## src/bmhq_pkg.sv

```systemverilog
// ----------------------------------------------------------------------------
// bmhq_pkg
// Shared sizes, codes and controller types for the max-heap priority queue.
// ----------------------------------------------------------------------------
package bmhq_pkg;

	localparam int CAPACITY = 1024;
	localparam int VAL_W    = 31;
	localparam int DATA_W   = 32;
	localparam int ADDR_W   = $clog2(CAPACITY);
	localparam int CNT_W    = $clog2(CAPACITY + 1);
	localparam int KID_W    = CNT_W + 1;

	localparam logic [CNT_W-1:0] CAP_CNT = CNT_W'(CAPACITY);

	typedef enum logic [1:0] {
		ST_POPPED = 2'd0,
		ST_EMPTY  = 2'd1,
		ST_FULL   = 2'd2
	} status_t;

	localparam logic FUNC_PUSH = 1'b0;
	localparam logic FUNC_POP  = 1'b1;

	typedef enum logic [3:0] {
		OP_NONE,
		OP_LOAD,
		OP_PUSH_INIT,
		OP_RD_PARENT,
		OP_WR_PARENT,
		OP_WR_VAL,
		OP_RD_ENDS,
		OP_POP_INIT,
		OP_RD_KIDS,
		OP_WR_CHILD,
		OP_EMIT
	} op_t;

	typedef enum logic [3:0] {
		S_IDLE,
		S_PUSH_INIT,
		S_PUSH_CHK,
		S_PUSH_CMP,
		S_POP_ENDS,
		S_POP_INIT,
		S_POP_CHK,
		S_POP_CMP,
		S_EMIT_POP,
		S_EMIT_EMPTY,
		S_EMIT_FULL
	} state_t;

	typedef struct packed {
		op_t     op;
		status_t code;
	} cmd_t;

	typedef struct packed {
		logic is_full;
		logic is_empty;
		logic at_root;
		logic push_gt;
		logic kid_out;
		logic pop_stop;
		logic out_free;
	} stat_t;

	// one-based slot to RAM address
	function automatic logic [ADDR_W-1:0] slot_addr(input logic [KID_W-1:0] slot);
		logic [KID_W-1:0] tmp;
		tmp = slot - KID_W'(1);
		return tmp[ADDR_W-1:0];
	endfunction

endpackage

```

## src/bmhq_ctrl.sv

```systemverilog
// ----------------------------------------------------------------------------
// bmhq_ctrl
// Sequencer for push sift-up and pop sift-down walks over the heap store.
// ----------------------------------------------------------------------------
module bmhq_ctrl
	import bmhq_pkg::*;
(
	input  logic  clk,
	input  logic  arst_n,
	input  logic  in_valid,
	input  logic  in_func,
	output logic  in_ready,
	input  stat_t stat,
	output cmd_t  cmd
);

	state_t state_q, state_d;

	always_ff @(posedge clk or negedge arst_n) begin
		if (!arst_n) begin
			state_q <= S_IDLE;
		end else begin
			state_q <= state_d;
		end
	end

	always_comb begin
		state_d  = state_q;
		cmd.op   = OP_NONE;
		cmd.code = ST_POPPED;
		in_ready = 1'b0;
		unique case (state_q)
			S_IDLE: begin
				in_ready = 1'b1;
				if (in_valid) begin
					cmd.op = OP_LOAD;
					if (in_func == FUNC_PUSH) begin
						state_d = stat.is_full ? S_EMIT_FULL : S_PUSH_INIT;
					end else begin
						state_d = stat.is_empty ? S_EMIT_EMPTY : S_POP_ENDS;
					end
				end
			end
			S_PUSH_INIT: begin
				cmd.op  = OP_PUSH_INIT;
				state_d = S_PUSH_CHK;
			end
			S_PUSH_CHK: begin
				if (stat.at_root) begin
					cmd.op  = OP_WR_VAL;
					state_d = S_IDLE;
				end else begin
					cmd.op  = OP_RD_PARENT;
					state_d = S_PUSH_CMP;
				end
			end
			S_PUSH_CMP: begin
				if (stat.push_gt) begin
					cmd.op  = OP_WR_PARENT;
					state_d = S_PUSH_CHK;
				end else begin
					cmd.op  = OP_WR_VAL;
					state_d = S_IDLE;
				end
			end
			S_POP_ENDS: begin
				cmd.op  = OP_RD_ENDS;
				state_d = S_POP_INIT;
			end
			S_POP_INIT: begin
				cmd.op  = OP_POP_INIT;
				state_d = S_POP_CHK;
			end
			S_POP_CHK: begin
				if (stat.kid_out) begin
					cmd.op  = OP_WR_VAL;
					state_d = S_EMIT_POP;
				end else begin
					cmd.op  = OP_RD_KIDS;
					state_d = S_POP_CMP;
				end
			end
			S_POP_CMP: begin
				if (stat.pop_stop) begin
					cmd.op  = OP_WR_VAL;
					state_d = S_EMIT_POP;
				end else begin
					cmd.op  = OP_WR_CHILD;
					state_d = S_POP_CHK;
				end
			end
			S_EMIT_POP, S_EMIT_EMPTY, S_EMIT_FULL: begin
				cmd.code = (state_q == S_EMIT_POP)   ? ST_POPPED :
				           (state_q == S_EMIT_EMPTY) ? ST_EMPTY  : ST_FULL;
				if (stat.out_free) begin
					cmd.op  = OP_EMIT;
					state_d = S_IDLE;
				end
			end
			default: begin
				state_d = S_IDLE;
			end
		endcase
	end

endmodule

```

## config.mk

```make
export PLATFORM = sky130hd
export DESIGN_NAME = bmhq_ctrl
export DESIGN_NICKNAME = d
export VERILOG_FILES = /design/src/bmhq_pkg.sv /design/src/bmhq_ctrl.sv
export SDC_FILE = /design/constraint.sdc
export NUM_CORES = 1
export LEC_CHECK = 0
export BUFFER_PORTS_ARGS = -buffer_cell sky130_fd_sc_hd__buf_4
export CAP_MARGIN = 15
export CORE_AREA = 2 2 39 41
export DETAILED_ROUTE_END_ITERATION = 7
export DIE_AREA = 0 0 41 43
export MAX_ROUTING_LAYER = met4
export PLACE_DENSITY_LB_ADDON = 0.2
export SETUP_SLACK_MARGIN = 0.1
export SYNTH_ARGS = -nofsm -noshare
export SYNTH_HDL_FRONTEND = slang
export SYNTH_SLANG_ARGS = --single-unit
export TNS_END_PERCENT = 20
```

## constraint.sdc

```tcl
create_clock -name clk -period 1.7 [get_ports clk]
set_input_delay 0.255 -clock clk [delete_from_list [all_inputs] [get_ports clk]]
set_output_delay 0.255 -clock clk [all_outputs]
set_load 0.02 [all_outputs]
```

Word-level counts from Yosys, hierarchy flattened
Cells that the tools add are included.
{"block": "classes", "eq_ne": 12, "n_mux": 21, "n_reduce_logical": 3}
{"cell": "one-hot mux 4 bit (9 select lines)", "count": 2}
{"cell": "2-to-1 mux 4 bit", "count": 10}
{"cell": "equality test 4 x 3 -> 1 bit, second input constant", "count": 4}
{"cell": "equality test 4 bit, second input constant", "count": 3}
{"cell": "2-to-1 mux 2 bit", "count": 5}
{"cell": "equality test 4 x 2 -> 1 bit, second input constant", "count": 2}
{"cell": "equality test 4 x 1 -> 1 bit, second input constant", "count": 1}
{"cell": "zero test 4 bit", "count": 1}
{"cell": "inequality test 2 bit, second input constant", "count": 2}
{"cell": "2-to-1 mux 1 bit", "count": 3}
{"cell": "2-to-1 mux 3 bit", "count": 1}
{"cell": "OR reduction 3 bit", "count": 1}
{"cell": "AND reduction 2 bit", "count": 1}
{"block": "totals", "regBits": 4, "inputBits": 11, "wordCells": 37}

Longest topological paths before layout
{"block": "logic_depth", "ltp_word": 4, "ltp_mapped": 5, "depth_no_buf": 4}

Least setup slack after synthesis
Ideal clock, no wire load.
{"block": "synth_timing", "path_type": "reg-to-output", "from": "register state_q[3]", "to": "output cmd[3] (netlist bit)", "arrival_time_ns": 1.407, "setup_slack_ns": 0.038, "path_stages_with_launch": 5, "n_path_buf": 1, "cell_sequence": "dfrtp_1 -> buf_2 -> nor3b_1 -> a21oi_1 -> o32ai_1"}
{"item": "start, declared", "line": "bmhq_ctrl.sv:17", "rtl": "state_t state_q, state_d;"}
{"item": "start signal, assigned", "line": "bmhq_ctrl.sv:23", "rtl": "state_q <= state_d;"}
{"item": "end, declared", "line": "bmhq_ctrl.sv:14", "rtl": "output cmd_t cmd"}

==> metrics.txt <==
total I/O pin count=18; Largest register FFs=4; Die Span X=41 um; die area=0.00176 mm^2; crit path DAT=1400 ps; antenna violations before repair=0; commonest non-fill, non-tap cell in the layout=buf_4; Tot GR Track Use=18.1%; Mapped Nets=74; crit path cell chain=buf_6 -> buf_6 -> o32ai_4 -> buf_6; WL/cell=14.2 um; clk sinks=4; layout cells sized above 1=53.2%; syn avg cell area=7.43 um^2; Max Fclk=0.605 GHz; DRC=0; Synth Register Bits=4; CP max stage delay=450 ps; final setup fails=0; core area=0.00138 mm^2; drt initial violations=12; worst skew pair latency=230 ps; Overflow after GRT=0; nets@finish=107; CP Capture Type=primary output; Worst-path clk slew=40 ps; Synth Flop Type=dfrtp_1; final core occ=57.9%; Antenna diodes=0; vias in the first global route=515; min Tclk post-route=1650 ps; GP Congestion=0.790; CP most frequent cell=buf_6; top cell type's share of synthesized area=21.4%; Post-Layout Cell Count=110; Syn-to-layout area delta=71.1%; mapped cell area=468 um^2; Longest Clk Path Bufs=2; die height=43 um; P_leak=0.356 nW; most frequent cells in the layout=buf_4, a21oi_1, nand2_1; ANT nets after route=0; placed insts=95; Hold WC Path Type=in -> async; HPWL Detailed=938 um; Tot Pwr=0.00137 W; WL final=1560 um; ys async rst share=100%; YS warnings=0; status=finished, final reports clean; TritonCTS clock tree=yes; Slew @ Worst Pin=310 ps; initial core utilization=33.8%; maxcap violations=0; RSZ-0062 raised after global routing=true; maximum vdd drop=0.715 mV; EDFF count, synth=0; CP Launch Type=flip-flop; sequential fraction of the synthesis area=21.4%; final setup TNS=0 ps; IO buf count=17; CTS buffer count=3; Yosys cell types=30; max_slew headroom=79.3%; vias per cell=5.42; htree depth=1; biggest regs=state_q x4; Gate Count Post-Synth=63; post-route clock period utilization=97.3%; DR vias=596; largest net degree at the start of global routing=15; PwrDens=1710 mW/mm^2; critical path class=reg -> out; crit path max-delay cell type=dfrtp_2; critical path peak fanout=6; worst path required time=1440 ps; Filler Cell Count=126; drt pass-1 iters=4; Fin. Hold Viols=0; Top reg by flops=state_q; cell taking the most area after synthesis=dfrtp_1; Final Max Tran Viols=0; number of core rows=14; Setup Skew=2.25 ps; synth top area cells=dfrtp_1, a21oi_1, nand2_1; Root Buffer=clkbuf_4; first-pass GRT wire length=2110 um
-- synthesized netlist by cell type (2+ instances only) --
library cell,number
nand2_1,6
nor2_1,5
inv_1,3
o21ai_0,3
nor3b_1,3
a21oi_1,7
nand2b_1,3
a22o_1,2
buf_2,3
o21ai_1,2
dfrtp_1,4
nor2b_1,3
o32ai_1,2
-- where the power goes --
group | internal [W] | switching (W) | leakage (nW)
combinational | 0.000538 | 0.000514 | 0.294
clock | 0.0000789 | 0.0000373 | 0.0138
sequential | 0.000137 | 0.0000672 | 0.0483
-- worst max-delay path: cells and delay by family, from the launching register on --
kind	cells	cell delay, ps
compound gates	1	290
buf+inv	3	430
flops	1	450
-- routing by layer --
layer | up-vias | track usage, % | share of wire [%]
li1 | 293 | - | -
met1 | 290 | 21.6 | 42
met2 | 13 | 27.5 | 55
met3 | 0 | 4.71 | 2.8
met4 | 0 | 8.00 | 0
met5 | - | - | 0
-- timing repair --
| item | 4_1_cts | 5_1_grt |
|---|---|---|
| hold endpoints to repair | 4 | 0 |
| hold buffers | 1 | 0 |
| setup buffers | 10 | 1 |
| gates cloned | 0 | 0 |
| pin swaps | 2 | 1 |
| resized for setup | 9 | 9 |
| setup endpoints to repair | 7 | 6 |
-- worst paths after layout --
kind	startpoint	cells past startpoint	slack, ps	end
hold / removal	arst_n	2	350	state_q[0]
setup / recovery	state_q[2]	4	50	cmd[3]
hold reg to reg	state_q[2]	3	760	state_q[1]
min in group clk	stat[6]	4	410	state_q[3]
max in group asynchronous	arst_n	2	1240	state_q[3]
setup reg to reg	state_q[2]	6	250	state_q[0]
-- logic make-up (layout without fill, tap and decap cells) --
| logic type | after synthesis | in the layout | synth area share [%] |
|---|---|---|---|
| compound gates | 23 | 23 | 31.8 |
| buf+inv | 9 | 40 | 10.4 |
| flops | 4 | 4 | 21.4 |
| mux | 1 | 1 | 2.14 |
| simple gates | 26 | 26 | 34.2 |
-- cell type report --
cell class / instances / area, um^2 / share of cell area (%)
clock buffers: 3 / 22.5 / 2.81
multi-input cells: 50 / 370 / 46.2
repair buffers: 33 / 269 / 33.6
inverters: 4 / 15.0 / 1.88
flip-flops and latches: 4 / 104 / 13.0
well taps: 16 / 20.0 / 2.50
-- metrics by stage --
stage	hold slack [ps]	cell area, um^2	setup WS [ps]
5_1_grt	344	801	0.472
3_5_place_dp	52.0	619	156
2_1_floorplan	-40.6	475	118
4_1_cts	341	751	61.0
6_report	353	801	46.7
3_3_place_gp	52.1	619	130
No activity file was read; power rests on OpenSTA's default activity.
